$ cat config.mk
export PLATFORM = sky130hd
export DESIGN_NAME = stable_priority_event_queue_top
export DESIGN_NICKNAME = d
export VERILOG_FILES = /design/src/sv/spq_pkg.sv /design/src/sv/stable_priority_event_queue_top.sv /design/src/sv/spq_mem.sv /design/src/sv/spq_ctrl.sv
export SDC_FILE = /design/constraint.sdc
export NUM_CORES = 1
export LEC_CHECK = 0
export ABC_CLOCK_PERIOD_IN_PS = 4350
export BUFFER_PORTS_ARGS = -buffer_cell sky130_fd_sc_hd__buf_2
export CAP_MARGIN = 20
export CORE_MARGIN = 2
export CORE_UTILIZATION = 55
export CTS_CLUSTER_DIAMETER = 30
export DETAILED_ROUTE_END_ITERATION = 8
export PLACE_DENSITY = 0.77
export SLEW_MARGIN = 10
export SYNTH_ARGS = -nofsm -noshare
export SYNTH_HDL_FRONTEND = slang
export SYNTH_SLANG_ARGS = --single-unit
$ cat constraint.sdc
create_clock -name clk_i -period 4.35 [get_ports clk_i]
set_input_delay 0.2175 -clock clk_i [delete_from_list [all_inputs] [get_ports clk_i]]
set_output_delay 0.2175 -clock clk_i [all_outputs]
set_load 0.005 [all_outputs]
$ cat src/sv/spq_pkg.sv
// Package with the word types, opcodes and sequencer states of the event queue.
package spq_pkg;

  localparam logic [15:0] PRIO_MASK = 16'hFF00;

  typedef enum logic {
    OP_PUSH = 1'b0,
    OP_POP  = 1'b1
  } opcode_e;

  typedef enum logic [2:0] {
    ST_IDLE,
    ST_PUSH_RD,
    ST_PUSH_CMP,
    ST_PUSH_WR,
    ST_POP_RD,
    ST_POP_DATA,
    ST_FIN
  } state_e;

  typedef struct packed {
    opcode_e     opcode;
    logic [15:0] event_status;
    logic [7:0]  system_tag;
    logic [7:0]  resource_tag;
  } in_word_t;

  typedef struct packed {
    logic        popped;
    logic [15:0] out_status;
    logic [7:0]  out_system;
    logic [7:0]  out_resource;
    logic        dropped_full;
    logic [4:0]  occupancy;
  } out_word_t;

endpackage

$ cat src/sv/stable_priority_event_queue_top.sv
// Top level of the stable priority event queue with its output register.
//
//   channel | direction | handshake           | word
//   in      | input     | in_valid_i/in_stall_o   | spq_pkg::in_word_t
//   out     | output    | out_valid_o/out_stall_i | spq_pkg::out_word_t
//
// A push runs a tail-to-head scan to find its slot; the scan shares one memory
// read port and one priority compare. A pop reads the head entry, and a dropped
// push or a pop of an empty queue goes straight to the result.
// Reset empties the queue at once; entry storage is not cleared.
// A stalled result holds in the output register while the next word is taken.
module stable_priority_event_queue_top #(
  parameter int QUEUE_DEPTH = 16,
  parameter int TAG_BITS    = 8
) (
  input  logic               clk_i,
  input  logic               rst_ni,
  input  logic               in_valid_i,
  output logic               in_stall_o,
  input  spq_pkg::in_word_t  in_word_i,
  output logic               out_valid_o,
  input  logic               out_stall_i,
  output spq_pkg::out_word_t out_word_o
);
  import spq_pkg::*;

  localparam int AW = (QUEUE_DEPTH > 1) ? $clog2(QUEUE_DEPTH) : 1;
  localparam int EW = 16 + 2 * TAG_BITS;

  logic          busy;
  logic          fin_valid, fin_take;
  out_word_t     fin_word;
  logic          mem_we;
  logic [AW-1:0] mem_waddr, mem_raddr;
  logic [EW-1:0] mem_wdata, mem_rdata;
  logic          out_valid_q;
  out_word_t     out_word_q;

  assign in_stall_o = busy;
  assign fin_take   = fin_valid && (!out_valid_q || !out_stall_i);

  spq_ctrl #(
    .QUEUE_DEPTH(QUEUE_DEPTH),
    .TAG_BITS   (TAG_BITS)
  ) u_ctrl (
    .clk_i      (clk_i),
    .rst_ni     (rst_ni),
    .accept_i   (in_valid_i && !busy),
    .in_word_i  (in_word_i),
    .busy_o     (busy),
    .fin_take_i (fin_take),
    .fin_valid_o(fin_valid),
    .fin_word_o (fin_word),
    .mem_we_o   (mem_we),
    .mem_waddr_o(mem_waddr),
    .mem_wdata_o(mem_wdata),
    .mem_raddr_o(mem_raddr),
    .mem_rdata_i(mem_rdata)
  );

  spq_mem #(
    .DEPTH(QUEUE_DEPTH),
    .AW   (AW),
    .W    (EW)
  ) u_mem (
    .clk_i  (clk_i),
    .we_i   (mem_we),
    .waddr_i(mem_waddr),
    .wdata_i(mem_wdata),
    .raddr_i(mem_raddr),
    .rdata_o(mem_rdata)
  );

  always_ff @(posedge clk_i or negedge rst_ni) begin
    if (!rst_ni) begin
      out_valid_q <= 1'b0;
    end else if (fin_take) begin
      out_valid_q <= 1'b1;
    end else if (!out_stall_i) begin
      out_valid_q <= 1'b0;
    end
  end

  always_ff @(posedge clk_i) begin
    if (fin_take) begin
      out_word_q <= fin_word;
    end
  end

  assign out_valid_o = out_valid_q;
  assign out_word_o  = out_word_q;

endmodule

$ cat src/sv/spq_mem.sv
// Entry memory of the event queue with one write port and one registered read port.
module spq_mem #(
  parameter int DEPTH = 16,
  parameter int AW    = 4,
  parameter int W     = 32
) (
  input  logic          clk_i,
  input  logic          we_i,
  input  logic [AW-1:0] waddr_i,
  input  logic [W-1:0]  wdata_i,
  input  logic [AW-1:0] raddr_i,
  output logic [W-1:0]  rdata_o
);

  logic [W-1:0] mem [DEPTH];
  logic [W-1:0] rdata_q;

  always_ff @(posedge clk_i) begin
    if (we_i) begin
      mem[waddr_i] <= wdata_i;
    end
    rdata_q <= mem[raddr_i];
  end

  assign rdata_o = rdata_q;

endmodule

$ cat src/sv/spq_ctrl.sv
// Sequencer of the event queue: ring pointers, insertion scan and the priority compare unit.
module spq_ctrl #(
  parameter int QUEUE_DEPTH = 16,
  parameter int TAG_BITS    = 8,
  localparam int AW = (QUEUE_DEPTH > 1) ? $clog2(QUEUE_DEPTH) : 1,
  localparam int CW = $clog2(QUEUE_DEPTH + 1),
  localparam int EW = 16 + 2 * TAG_BITS
) (
  input  logic              clk_i,
  input  logic              rst_ni,
  input  logic              accept_i,
  input  spq_pkg::in_word_t in_word_i,
  output logic              busy_o,
  input  logic              fin_take_i,
  output logic              fin_valid_o,
  output spq_pkg::out_word_t fin_word_o,
  output logic              mem_we_o,
  output logic [AW-1:0]     mem_waddr_o,
  output logic [EW-1:0]     mem_wdata_o,
  output logic [AW-1:0]     mem_raddr_o,
  input  logic [EW-1:0]     mem_rdata_i
);
  import spq_pkg::*;

  localparam int SW = CW + 1;

  state_e              state_q, state_d;
  logic [AW-1:0]       head_q, head_d;
  logic [CW-1:0]       count_q, count_d;
  logic [CW-1:0]       idx_q, idx_d;
  logic [15:0]         new_status_q, new_status_d;
  logic [TAG_BITS-1:0] new_sys_q, new_sys_d;
  logic [TAG_BITS-1:0] new_res_q, new_res_d;
  out_word_t           res_q, res_d;

  logic [SW-1:0]       rd_sum, wr_sum;
  logic [AW-1:0]       rd_phys, wr_phys, head_inc;
  logic [15:0]         rd_status;
  logic [TAG_BITS-1:0] rd_sys, rd_res;
  logic                shift;
  logic [TAG_BITS+7:0] in_sys_ext, in_res_ext;

  function automatic logic [4:0] occ_f(input logic [CW-1:0] c);
    logic [CW+4:0] e;
    e = {5'b0, c};
    return e[4:0];
  endfunction

  function automatic logic [7:0] tag_out_f(input logic [TAG_BITS-1:0] t);
    logic [TAG_BITS+7:0] e;
    e = {8'b0, t};
    return e[7:0];
  endfunction

  assign rd_status  = mem_rdata_i[EW-1 -: 16];
  assign rd_sys     = mem_rdata_i[2*TAG_BITS-1 -: TAG_BITS];
  assign rd_res     = mem_rdata_i[TAG_BITS-1:0];
  assign shift      = (rd_status & PRIO_MASK) < (new_status_q & PRIO_MASK);
  assign in_sys_ext = {{TAG_BITS{1'b0}}, in_word_i.system_tag};
  assign in_res_ext = {{TAG_BITS{1'b0}}, in_word_i.resource_tag};
  assign head_inc   = (head_q == AW'(QUEUE_DEPTH - 1)) ? '0 : head_q + AW'(1);

  always_comb begin
    rd_sum = SW'(head_q) + SW'(idx_q) - SW'(1);
    if (rd_sum >= SW'(QUEUE_DEPTH)) begin
      rd_sum = rd_sum - SW'(QUEUE_DEPTH);
    end
    wr_sum = SW'(head_q) + SW'(idx_q);
    if (wr_sum >= SW'(QUEUE_DEPTH)) begin
      wr_sum = wr_sum - SW'(QUEUE_DEPTH);
    end
    rd_phys = rd_sum[AW-1:0];
    wr_phys = wr_sum[AW-1:0];
  end

  always_comb begin
    state_d = state_q;
    case (state_q)
      ST_IDLE: begin
        if (accept_i) begin
          if (in_word_i.opcode == OP_PUSH) begin
            if (count_q == CW'(QUEUE_DEPTH)) begin
              state_d = ST_FIN;
            end else if (count_q == '0) begin
              state_d = ST_PUSH_WR;
            end else begin
              state_d = ST_PUSH_RD;
            end
          end else begin
            state_d = (count_q == '0) ? ST_FIN : ST_POP_RD;
          end
        end
      end
      ST_PUSH_RD:  state_d = ST_PUSH_CMP;
      ST_PUSH_CMP: begin
        if (shift && (idx_q != CW'(1))) begin
          state_d = ST_PUSH_RD;
        end else begin
          state_d = ST_PUSH_WR;
        end
      end
      ST_PUSH_WR:  state_d = ST_FIN;
      ST_POP_RD:   state_d = ST_POP_DATA;
      ST_POP_DATA: state_d = ST_FIN;
      ST_FIN: begin
        if (fin_take_i) begin
          state_d = ST_IDLE;
        end
      end
      default:     state_d = ST_IDLE;
    endcase
  end

  always_comb begin
    head_d       = head_q;
    count_d      = count_q;
    idx_d        = idx_q;
    new_status_d = new_status_q;
    new_sys_d    = new_sys_q;
    new_res_d    = new_res_q;
    res_d        = res_q;
    mem_we_o     = 1'b0;
    mem_waddr_o  = wr_phys;
    mem_wdata_o  = {new_status_q, new_sys_q, new_res_q};
    mem_raddr_o  = rd_phys;
    case (state_q)
      ST_IDLE: begin
        if (accept_i) begin
          new_status_d = in_word_i.event_status;
          new_sys_d    = in_sys_ext[TAG_BITS-1:0];
          new_res_d    = in_res_ext[TAG_BITS-1:0];
          idx_d        = count_q;
          res_d        = '0;
          res_d.occupancy = occ_f(count_q);
          if ((in_word_i.opcode == OP_PUSH) && (count_q == CW'(QUEUE_DEPTH))) begin
            res_d.dropped_full = 1'b1;
          end
        end
      end
      ST_PUSH_CMP: begin
        if (shift) begin
          mem_we_o    = 1'b1;
          mem_wdata_o = mem_rdata_i;
          idx_d       = idx_q - CW'(1);
        end
      end
      ST_PUSH_WR: begin
        mem_we_o        = 1'b1;
        count_d         = count_q + CW'(1);
        res_d           = '0;
        res_d.occupancy = occ_f(count_q + CW'(1));
      end
      ST_POP_RD: begin
        mem_raddr_o = head_q;
      end
      ST_POP_DATA: begin
        head_d             = head_inc;
        count_d            = count_q - CW'(1);
        res_d              = '0;
        res_d.popped       = 1'b1;
        res_d.out_status   = rd_status;
        res_d.out_system   = tag_out_f(rd_sys);
        res_d.out_resource = tag_out_f(rd_res);
        res_d.occupancy    = occ_f(count_q - CW'(1));
      end
      default: begin
      end
    endcase
  end

  always_ff @(posedge clk_i or negedge rst_ni) begin
    if (!rst_ni) begin
      state_q <= ST_IDLE;
      head_q  <= '0;
      count_q <= '0;
      idx_q   <= '0;
    end else begin
      state_q <= state_d;
      head_q  <= head_d;
      count_q <= count_d;
      idx_q   <= idx_d;
    end
  end

  always_ff @(posedge clk_i) begin
    new_status_q <= new_status_d;
    new_sys_q    <= new_sys_d;
    new_res_q    <= new_res_d;
    res_q        <= res_d;
  end

  assign busy_o      = (state_q != ST_IDLE);
  assign fin_valid_o = (state_q == ST_FIN);
  assign fin_word_o  = res_q;

endmodule

Yosys cells after proc, flatten, opt, wreduce, memory -nomap -nowiden
Memories as Yosys holds them, arrays and structs flattened. A register that Yosys moved wholly into a read port is not among the register bits.
Index checks and enable logic that the tools add are counted.
{"block": "op_classes", "add_sub_neg": 8, "magnitude_cmp": 3, "eq_ne": 13, "mux": 27, "n_bitwise": 1, "n_reduce_logical": 19}
{"op": "$pmux 39 s3", "count": 1}
{"op": "$mux 32", "count": 2}
{"op": "$mux 39", "count": 1}
{"op": "$pmux 5 s2", "count": 2}
{"op": "$pmux 3 s6", "count": 1}
{"op": "$lt 16x16->1", "count": 1}
{"op": "$mux 4", "count": 4}
{"op": "$ge 6x5->1 const B", "count": 2}
{"op": "$mux 3", "count": 4}
{"op": "$mux 5", "count": 2}
{"op": "$sub 5x1->5 const B", "count": 2}
{"op": "$eq 3x3->1 const B", "count": 3}
{"op": "$ne 2x1->1 const B", "count": 4}
{"op": "$sub 4x1->4 const B", "count": 2}
{"op": "$add 4x5->6", "count": 1}
{"op": "$eq 3x2->1 const B", "count": 2}
{"op": "$mux 1", "count": 6}
{"op": "$mux 2", "count": 3}
{"op": "$reduce_and 2->1", "count": 3}
{"op": "$reduce_bool 3->1", "count": 2}
{"op": "$sub 6x1->6 const B", "count": 1}
{"op": "$add 5x1->5 const B", "count": 1}
{"op": "$eq 5x5->1 const B", "count": 1}
{"op": "$logic_not 5->1", "count": 1}
{"op": "other kinds (13)", "count": 19}
{"block": "totals", "ff_bits": 128, "ramBits": 512, "input_bits": 37, "output_inout_bits": 41, "wordCells": 92, "memories": 1}
{"name": "u_mem.mem", "depth": 16, "width": 32, "rd": 1, "rd_clocked_by_memory_dff": 1, "wr": 1, "line_no": "spq_mem.sv:15", "text": "logic [W-1:0] mem [DEPTH];"}

Longest topological paths before layout
Gate-level depths: netlist of run 1.
{"block": "logic_depth", "ltp_word": 6, "depth_mapped": 14, "ltp_nobuf": 11}

By module
From an unflattened synthesis of run 1, not the netlist that was laid out.
{"block": "hier_totals", "cells_unflattened": 1201, "area_unflattened_um2": 25396.9}
{"module": "spq_mem", "instances": 1, "cells_each": 838, "area_each_um2": 19835.3, "seq_area_each_um2": 16015.4}
{"module": "spq_ctrl", "instances": 1, "cells_each": 320, "area_each_um2": 4340.4, "seq_area_each_um2": 2557.5}
{"module": "stable_priority_event_queue_top", "instances": 1, "cells_each": 43, "area_each_um2": 1221.2, "seq_area_each_um2": 1196.1}

Worst setup path before layout of run 1
OpenSTA, ideal clock, no wires.
{"block": "synth_path", "path_type": "register to register", "from": "register u_ctrl.state_q[1]", "to": "register out_word_q (netlist bit out_word_o[0]) (enable)", "t_arrival_ns": 3.761, "t_required_ns": 3.858, "slack_ns": 0.097, "stages_incl_launch_ff": 4, "n_path_buf": 1, "path_cell_list": "dfrtp_1 -> clkbuf_1 -> nand2_1 -> nor3b_1"}
{"block": "synth_via", "elab_chain_len": 2}
{"element": "start, declared", "line_no": "spq_ctrl.sv:27", "text": "state_e state_q, state_d;"}
{"element": "start signal, assigned", "line_no": "spq_ctrl.sv:178", "text": "state_q <= state_d;"}
{"element": "$eq 3x3->1", "line_no": "spq_ctrl.sv:193", "text": "assign fin_valid_o = (state_q == ST_FIN);"}
{"element": "$logic_and 1x1->1", "line_no": "stable_priority_event_queue_top.sv:40", "text": "assign fin_take = fin_valid && (!out_valid_q || !out_stall_i);"}
{"element": "via fin_take", "line_no": "stable_priority_event_queue_top.sv:31", "text": "logic fin_valid, fin_take;"}
{"element": "end signal, assigned", "line_no": "stable_priority_event_queue_top.sv:86", "text": "out_word_q <= fin_word;"}
{"element": "end, declared", "line_no": "stable_priority_event_queue_top.sv:37", "text": "out_word_t out_word_q;"}
The timed path passes the listed nets, and every way through them passes these cells.
A chain may end at the register's enable or synchronous reset.

Worst setup path after layout of run 1
{"block": "layout_path", "from": "register u_ctrl.head_q[0]", "to": "register u_mem.rdata_q[4], in the netlist u_mem.rdata_o[4], read port of u_mem.mem"}
{"block": "layout_via", "elab_chain_len": 5, "elab_cells_between_ends": 6, "cone_classes": "add/sub: 3; order compare: 1; mux: 2"}
{"element": "start, declared", "line_no": "spq_ctrl.sv:28", "text": "logic [AW-1:0] head_q, head_d;"}
{"element": "start signal, assigned", "line_no": "spq_ctrl.sv:174", "text": "head_q <= '0;"}
{"element": "start signal, assigned", "line_no": "spq_ctrl.sv:179", "text": "head_q <= head_d;"}
{"element": "$add 4x5->6", "line_no": "spq_ctrl.sv:64", "text": "rd_sum = SW'(head_q) + SW'(idx_q) - SW'(1);"}
{"element": "$sub 6x1->6", "line_no": "spq_ctrl.sv:64"}
{"element": "$ge 6x5->1 / $sub 4x1->4 (equally long branches)", "line_no": "spq_ctrl.sv:65, spq_ctrl.sv:66"}
{"element": "$mux 4", "line_no": "spq_ctrl.sv:65", "text": "if (rd_sum >= SW'(QUEUE_DEPTH)) begin"}
{"element": "$mux 4 (*)", "line_no": "spq_ctrl.sv:126", "text": "case (state_q)"}
{"element": "end, declared", "line_no": "spq_mem.sv:16", "text": "logic [W-1:0] rdata_q;"}
Every way passes the cells marked *; elsewhere a longest branch is shown, timed or not.

==> results of run 1 <==
-- layer usage --
metal  track usage  up-vias  share of wire
li1              -     7571              -
met1         0.351     8898           0.37
met2         0.455     1239           0.49
met3        0.0561      221           0.10
met4         0.122        2          0.036
met5             0        -        0.00014
-- worst paths after layout --
path | to | slack [ps]
worst max-delay path | u_mem.rdata_o[4] | 620
worst min-delay path | u_ctrl.count_q[1] | 50
min in group clk_i | u_ctrl.new_res_q[0] | 280
worst max register to register | u_mem.rdata_o[4] | 620
worst min register to register | out_word_o[17] | 420
max in group asynchronous | u_ctrl.head_q[0] | 3920
-- per-stage QoR --
step                hold WS, ps  worst slack, ps  instances
floorplan                 -78.1             96.7       1808
global placement            181              850       2497
detailed placement          190              722       2497
CTS                        14.3              709       2748
global route               79.1              503       2748
finish                     49.5              617       2749
-- cells by family (layout without fill, tap and decap cells) --
kind of cell	Yosys count	after routing
buf+inv	150	410
simple gates	283	283
fa+ha+maj	20	20
other cells	0	1
flops	672	672
compound gates	414	414
xor+xnor	17	17
mux	252	252
-- area by class of cell --
type	count	area, sq um	share of cell area
inverter	17	63.8	0.00185
antenna	1	2.50	0.0000724
multi-input combinational	986	8230	0.238
clock inverter	78	1070	0.0310
timing repair buffer	178	1480	0.0429
clock buffer	137	3090	0.0895
tap	680	851	0.0246
sequential	672	19800	0.572
-- sequential cells by signal (all words and copies together), names as in the netlist, 8 cells and up --
register,count
u_mem.mem,512
u_ctrl.fin_word_o,39
u_mem.rdata_o,32
u_ctrl.new_res_q,8
out_word_o,39
u_ctrl.new_status_q,16
u_ctrl.new_sys_q,8
-- cell usage after synthesis (4+ instances only) --
master,count
buf_2,37
and2_1,17
mux4_1,16
and2_2,16
inv_1,17
mux4_2,49
buf_4,4
mux2i_1,65
mux2_2,119
xnor2_1,7
nor2b_1,5
buf_1,10
edfxtp_1,622
a211oi_1,35
nand2_1,97
clkbuf_8,8
dfrtp_1,18
o22ai_1,94
ha_1,19
nand3_1,5
clkbuf_1,63
a21o_1,34
a31oi_1,36
a21oi_1,75
nand4_1,5
a2111oi_0,31
xor2_1,8
o21ai_0,86
and3_1,33
nor2_1,59
nor3_1,33
dfxtp_1,32
-- worst max-delay path: cells and delay by family (launching register included) --
kind / cells / cell delay (ps)
AO/OA/AOI/OAI: 4 / 550
flip-flops: 1 / 420
multiplexers: 1 / 410
AND/OR/NAND/NOR: 1 / 180
buffers and inverters: 3 / 1970
==> results_dict.tcl, run 1 <==
set metrics [dict create \
    fp-row-count 83 \
    cpPeakStageDelay_ps 950 \
    rsz0062_at_grt "false" \
    start_util 0.556 \
    dieArea_sq_mm 0.0538 \
    grt_max_degree 89 \
    finalHoldViolCount 0 \
    ys_warn_count 0 \
    dpl_cell_area_sq_mm 0.0300 \
    min_period_ps 3730 \
    root_buffer "clkbuf_16" \
    nets 2025 \
    hpwl_mm 39.9 \
    cts_max_level 3 \
    yosys-top-cells-area "edfxtp_1 (65%), mux2_2 (4.7%), mux4_2 (3.9%), mux2i_1 (2.3%), dfxtp_1 (2.2%)" \
    yosys.cell_types.count 65 \
    synth_top_family_by_area "multiplexers" \
    synth_simple_gate_area_share 0.0483 \
    fmax_mhz 268 \
    drv_slew 0 \
    cts_tree "built" \
    fillCellCount 3215 \
    first_global_vias 18200 \
    synth_top_cell_by_area "edfxtp_1" \
    die_w_um 232 \
    crit_type "reg2reg" \
    worst_pin_slew_ps 1070 \
    cts_made_buffers 113 \
    syn_nets 1865 \
    reg2reg_from "u_ctrl.head_q[0]" \
    synth.top_cell.area_share 0.653 \
    fp.dieH_um 232 \
    setup_tns_ps 0 \
    clkSinkCount 672 \
    vias 17900 \
    viasPerCell 6.52 \
    routed_wl_mm 73.5 \
    synth-edff-count 622 \
    drv_cap 0 \
    ys.flop_type "edfxtp_1" \
    synth.avg_cell_area_sq_um 15.8 \
    hold_class "in2async" \
    cp_cell_sequence "buf_4, buf_4, mux2i_4, buf_4, a21o_1, a21oi_1, a31oi_1, nor3_1, a211oi_1" \
    wl_per_cell_um 26.7 \
    synthMuxAreaShare 0.125 \
    synth-compound-area-share 0.0909 \
    antenna_found_initial 1 \
    crit_fanout 60 \
    cts_max_path_buffers 3 \
    grtUsageTotal 0.275 \
    post-route-util 0.673 \
    clkTransAtPathRegs_ps 60 \
    ys_seq_elements 672 \
    reg2reg_depth 9 \
    core_sq_mm 0.0514 \
    syn_to_final_growth_pct 20.9 \
    startpoint_type "flip-flop" \
    setup.worst_path.start "u_ctrl.head_q[0]" \
    clk_latency_ps 660 \
    gp_congestion 0.861 \
    cpMostUsedCell "buf_4" \
    overflow 0 \
    drt_iter0_drc 2007 \
    finClkSkew_ps 34.2 \
    final_common_cell "edfxtp_1" \
    boundaryPins 78 \
    syn_inst 1808 \
    drive_gt1_frac 0.277 \
    holdBufCountCts 36 \
    firstDrtPassIters 6 \
    arrival_ps 4230 \
    synthesis.area_sq_mm 0.0286 \
    synth_xor_area_frac 0.00612 \
    most-common-layout-cells "edfxtp_1 (622), mux2_2 (119), clkbuf_16 (117), nand2_1 (97), o22ai_1 (94)" \
    ant_nets 0 \
    status "complete, no violations" \
    end_kind "flip-flop" \
    required_ps 4850 \
    cts_resized 0 \
    crit_slowest_cell "buf_4" \
    slew_headroom 0.288 \
    fin_crit_sh 0.858 \
    cts_setup_buffers 0 \
    final-setup-viol-count 0 \
    final_area_sq_mm 0.0346 \
    async_reset_ff_frac 0.0268 \
    grt_pass1_wl_mm 109 \
    io_buffers 77 \
    yosysSeqAreaShare 0.691 \
    drc_errors 0 \
    synth_fa_ha_area_frac 0.00901 \
]
Power of run 1 is left out: the tool's default activity adds up to more than one toggle a clock period on the data nets, which glitch-free logic cannot reach.
==> run 2: changes to the inputs <==
--- a/config.mk
+++ b/config.mk
@@ -13,6 +13,7 @@
 export CTS_CLUSTER_DIAMETER = 30
 export DETAILED_ROUTE_END_ITERATION = 8
 export PLACE_DENSITY = 0.77
+export REMOVE_ABC_BUFFERS = 1
 export SLEW_MARGIN = 10
 export SYNTH_ARGS = -nofsm -noshare
 export SYNTH_HDL_FRONTEND = slang
==> run 2 against run 1 <==
Register-to-register slack improved by 160 ps. Critical endpoint is now u_mem.rdata_o[27]. Die area unchanged. Hold slack improved by 15 ps. Final cell count increased by 0.15%. Core utilization decreased by 0.21 points.
==> results_dict.tcl, run 2 (same netlist as run 1, synthesis figures left out) <==
set metrics [dict create \
    fp-row-count 83 \
    rsz0062_at_grt "false" \
    fin_crit_sh 0.822 \
    regMostFlops "u_mem.mem" \
    cts_max_level 3 \
    final_common_cell "edfxtp_1" \
    nets 2027 \
    grt_pass1_wl_mm 109 \
    holdWs_ps 64.5 \
    reg2reg_from "u_ctrl.head_q[0]" \
    io_buffers 77 \
    fp.dieH_um 232 \
    startpoint_type "flip-flop" \
    wl_per_cell_um 26.5 \
    stdcell_count 2753 \
    overflow 0 \
    largest_register_ffs 512 \
    die_w_um 232 \
    hold_class "in2async" \
    min_period_ps 3570 \
    cts_resized 0 \
    clkSinkCount 672 \
    most-common-layout-cells "edfxtp_1 (622), mux2_2 (119), clkbuf_16 (115), nand2_1 (97), o22ai_1 (94)" \
    setup.worst_path.start "u_ctrl.head_q[0]" \
    clk_latency_ps 670 \
    gp_congestion 0.806 \
    status "complete, no violations" \
    numPlacedInstances 2497 \
    antenna_cells 0 \
    crit_fanout 59 \
    fmax_mhz 280 \
    drt_iter0_drc 1988 \
    final-setup-viol-count 0 \
    dieArea_sq_mm 0.0538 \
    drv_slew 0 \
    root_buffer "clkbuf_16" \
    arrival_ps 4100 \
    routed_wl_mm 73.0 \
    cts_max_path_buffers 3 \
    grt_max_degree 104 \
    hpwl_mm 37.3 \
    boundaryPins 78 \
    crit_type "reg2reg" \
    antenna_found_initial 0 \
    finalHoldViolCount 0 \
    slew_headroom 0.320 \
    end_kind "flip-flop" \
    viasPerCell 6.52 \
    clkTransAtPathRegs_ps 60 \
    ant_nets 0 \
    start_util 0.556 \
    required_ps 4880 \
    cts_made_buffers 115 \
    finClkSkew_ps 39.6 \
    core_sq_mm 0.0514 \
    drv_cap 0 \
    drc_errors 0 \
    syn_to_final_growth_pct 20.5 \
    vias 18000 \
    grtUsageTotal 0.273 \
    cts_tree "built" \
    firstDrtPassIters 5 \
    worst_pin_slew_ps 1020 \
    first_global_vias 18300 \
    drive_gt1_frac 0.279 \
]
==> run 2: changes by cell type in the layout (fill, tap and decap cells not counted), sizes merged <==
| cell | delta |
|---|---|
| clkinv | +11 |
| bufinv | -2 |
| clkbuf | -9 |
| clkinvlp | +6 |
| inv | -1 |
| diode | -1 |
==> run 2: worst max-delay path, cell delays in order (launching register included) <==
cell and delay, ps:
dfrtp_4 410, buf_4 670, buf_4 900, nor2_1 140, a21oi_2 180, buf_4 350
o22ai_1 130, nor2_1 90, mux2i_1 70, a211oi_1 450
==> run 2: repair_timing <==
item	CTS	global route
setup buffers	0	0
hold buffers	36	0
endpoints found under the hold margin	54	0
==> run 2: per-layer routing <==
metal,share of wire,GRT usage
met5,0,0
met4,0.033,0.115
met3,0.099,0.0656
met2,0.48,0.432
met1,0.39,0.364
==> run 2: cell type report <==
type,count,area [sq um]
well taps,680,851
clock inverters,92,1180
fillers,3227,16900
repair buffers,178,1400
clock buffers,128,2990
flip-flops and latches,672,19800
inverters,17,63.8
multi-input cells,986,8210
==> run 2: stage by stage <==
step	util	TNS (ps)	instance area, sq um	setup WS, ps
finish	0.670	0	34500	776
global route	0.670	0	34500	628
CTS	0.670	0	34500	775
detailed placement	0.582	0	29900	757
global placement	0.582	0	29900	828
floorplan	-	-1819010	27800	-6230
==> run 2: worst paths after layout <==
| path | slack, ps | end | cells after the start |
|---|---|---|---|
| max | 780 | u_mem.rdata_o[27] | 9 |
| min | 60 | u_ctrl.count_q[2] | 2 |
| min reg2reg | 410 | out_word_o[28] | 0 |
| max in group asynchronous | 3940 | u_ctrl.head_q[0] | 2 |
| max reg2reg | 780 | u_mem.rdata_o[27] | 9 |
| min in group clk_i | 250 | u_ctrl.new_status_q[8] | 2 |
Power of run 2 is left out for the same reason.
==> run 3: changes to the inputs <==
--- a/config.mk
+++ b/config.mk
@@ -5,14 +5,15 @@
 export SDC_FILE = /design/constraint.sdc
 export NUM_CORES = 1
 export LEC_CHECK = 0
-export ABC_CLOCK_PERIOD_IN_PS = 4350
+export ABC_AREA = 1
+export ABC_CLOCK_PERIOD_IN_PS = 3730
 export BUFFER_PORTS_ARGS = -buffer_cell sky130_fd_sc_hd__buf_2
 export CAP_MARGIN = 20
 export CORE_MARGIN = 2
 export CORE_UTILIZATION = 55
 export CTS_CLUSTER_DIAMETER = 30
 export DETAILED_ROUTE_END_ITERATION = 8
-export PLACE_DENSITY = 0.77
+export PLACE_DENSITY = 0.75
 export REMOVE_ABC_BUFFERS = 1
 export SLEW_MARGIN = 10
 export SYNTH_ARGS = -nofsm -noshare
==> constraint.sdc (replaced) <==
create_clock -name clk_i -period 3.73 [get_ports clk_i]
set_input_delay 0.1865 -clock clk_i [delete_from_list [all_inputs] [get_ports clk_i]]
set_output_delay 0.1865 -clock clk_i [all_outputs]
set_load 0.005 [all_outputs]
==> run 3 against run 2 <==
Sequential cell count unchanged. Final cell count increased by 33%. Setup slack got worse by 360 ps. First-iteration DRC count increased by 11%. Synthesized cell count increased by 49%. Register-to-register slack got worse by 360 ps. Largest cell class unchanged. Highest routed layer unchanged.
==> results_dict.tcl, run 3 <==
set metrics [dict create \
    holdWs_ps 226 \
    setup_ws_ps 414 \
    vias 20500 \
    largest_register_ffs 512 \
    hold_class "in2reg" \
    cts_tree "built" \
    crit_slowest_cell "buf_4" \
    first_global_vias 20800 \
    synth_top_cell_by_area "edfxtp_1" \
    synth.avg_cell_area_sq_um 10.6 \
    hpwl_mm 38.4 \
    finalHoldViolCount 0 \
    most-common-layout-cells "edfxtp_1 (622), inv_1 (595), nand3_1 (563), nand2_1 (545), clkbuf_16 (120)" \
    clkTransAtPathRegs_ps 50 \
    cpPeakStageDelay_ps 590 \
    gp_congestion 0.883 \
    rsz0062_at_grt "false" \
    ys_seq_elements 672 \
    ant_nets 0 \
    yosys.cell_types.count 32 \
    clkSinkCount 672 \
    drt_iter0_drc 2211 \
    final-setup-viol-count 0 \
    numPlacedInstances 3409 \
    routed_wl_mm 74.6 \
    min_period_ps 3320 \
    synthesis.area_sq_mm 0.0286 \
    syn_inst 2685 \
    finClkSkew_ps 24.0 \
    viasPerCell 5.58 \
    async_reset_ff_frac 0.0268 \
    start_util 0.557 \
    yosysSeqAreaShare 0.692 \
    crit_type "reg2reg" \
    dieArea_sq_mm 0.0538 \
    antenna_found_initial 0 \
    cts_max_path_buffers 3 \
    cts_made_buffers 118 \
    syn_to_final_growth_pct 21.8 \
    fillCellCount 3449 \
    boundaryPins 78 \
    ys.flop_type "edfxtp_1" \
    die_w_um 232 \
    end_kind "flip-flop" \
    core_sq_mm 0.0513 \
    fmax_mhz 302 \
    grt_max_degree 98 \
    drive_gt1_frac 0.134 \
    grtUsageTotal 0.283 \
    crit_fanout 44 \
    worst_pin_slew_ps 1180 \
    root_buffer "clkbuf_16" \
    wl_per_cell_um 20.3 \
    overflow 0 \
    drc_errors 0 \
    place_ws_ps 544 \
    grt_pass1_wl_mm 114 \
    required_ps 4310 \
    cts_setup_buffers 0 \
    slew_headroom 0.212 \
    clk_latency_ps 670 \
    fp.dieH_um 232 \
    regMostFlops "u_mem.mem" \
    synth-edff-count 622 \
    cp_cell_sequence "ha_1, inv_1, fa_1, inv_1, ha_1, inv_1, nand2_1, o21ai_4, buf_4, nand3_1, nand3_1, nand3_1, nand2_1" \
    fp-row-count 83 \
    cts_max_level 3 \
    ys_warn_count 0 \
    antenna_cells 0 \
    yosysMostFrequentCell "edfxtp_1" \
    final_common_cell "edfxtp_1" \
    status "complete, no violations" \
    startpoint_type "flip-flop" \
    arrival_ps 3900 \
    drv_cap 0 \
    firstDrtPassIters 7 \
    stdcell_count 3671 \
    io_buffers 77 \
    synth_commonest_cells "edfxtp_1 (622), inv_1 (595), nand3_1 (565), nand2_1 (549), buf_2 (65)" \
    yosys-top-cells-area "edfxtp_1 (65%), nand3_1 (9.9%), inv_1 (7.8%), nand2_1 (7.2%), dfxtp_1 (2.2%)" \
    fin_crit_sh 0.889 \
    drv_slew 0 \
    synth.top_cell.area_share 0.654 \
    nets 2944 \
]
==> run 3: cell types whose count changed in the layout (fill, tap and decap cells not counted), sizes merged, moves of 34 or more <==
cell    change
o22ai      -94
a21o       -34
inv       +561
a211oi     -36
mux2      -119
a21oi      -70
mux2i      -67
nand2     +457
o21ai      -36
mux4       -66
nand3     +561
==> run 3: path summary, 6_finish.rpt <==
| check | cells after the start | slack (ps) | startpoint | end |
|---|---|---|---|---|
| min in group asynchronous | 3 | 490 | rst_ni | u_ctrl.count_q[0] |
| setup / recovery | 13 | 410 | u_ctrl.head_q[0] | u_mem.rdata_o[28] |
| hold / removal | 2 | 230 | in_word_i[12] | u_ctrl.new_sys_q[4] |
| hold reg to reg | 0 | 420 | u_ctrl.fin_word_o[7] | out_word_o[7] |
| setup reg to reg | 13 | 410 | u_ctrl.head_q[0] | u_mem.rdata_o[28] |
| max in group asynchronous | 4 | 2170 | rst_ni | u_ctrl.count_q[1] |
==> run 3: metal layers <==
layer,track usage,wire [um],part of all wire,vias to the layer above
li1,-,-,-,9191
met1,0.352,27600,0.37,9708
met2,0.463,35700,0.48,1279
met3,0.0664,7830,0.11,290
met4,0.148,3390,0.045,0
met5,0,0,0,-
==> run 3: through the flow <==
step                      TNS (ps)   util  area [sq um]
after floorplan            -299230      -         28000
after global placement           0  0.589         30200
after detailed placement         0  0.589         30200
after CTS                        0  0.679         34800
after global routing             0  0.679         34800
final                            0  0.679         34800
==> run 3: worst max-delay path: cells and delay by family, from the launching register on <==
| family | cells | cell delay, ps |
|---|---|---|
| adder cells (fa/ha/maj) | 3 | 1080 |
| buffers and inverters | 4 | 790 |
| AND/OR/NAND/NOR | 5 | 660 |
| flip-flops | 1 | 440 |
| AO/OA/AOI/OAI | 1 | 230 |
==> run 3: final cells by class <==
class                      count  area, sq um  area share
multi-input combinational   1292         6150       0.177
timing repair buffer         206         1590      0.0457
clock buffer                 138         3090      0.0887
tap                          680          851      0.0244
sequential                   672        19800       0.568
clock inverter                86         1130      0.0325
inverter                     597         2240      0.0643
==> run 3: kinds of logic (layout without fill, tap and decap cells) <==
family	Yosys count	in the layout	share of synthesized area
compound gates	74	74	0.0148
xor+xnor	6	6	0.00184
fa+ha+maj	20	20	0.00902
buf+inv	721	1027	0.100
flops	672	672	0.692
simple gates	1192	1192	0.183
==> run 3: timing repair <==
item / CTS / global route
endpoints found under the hold margin: 55 / 0
hold buffers: 38 / 0
gates resized for setup: 0 / 0
Power of run 3 is left out for the same reason.
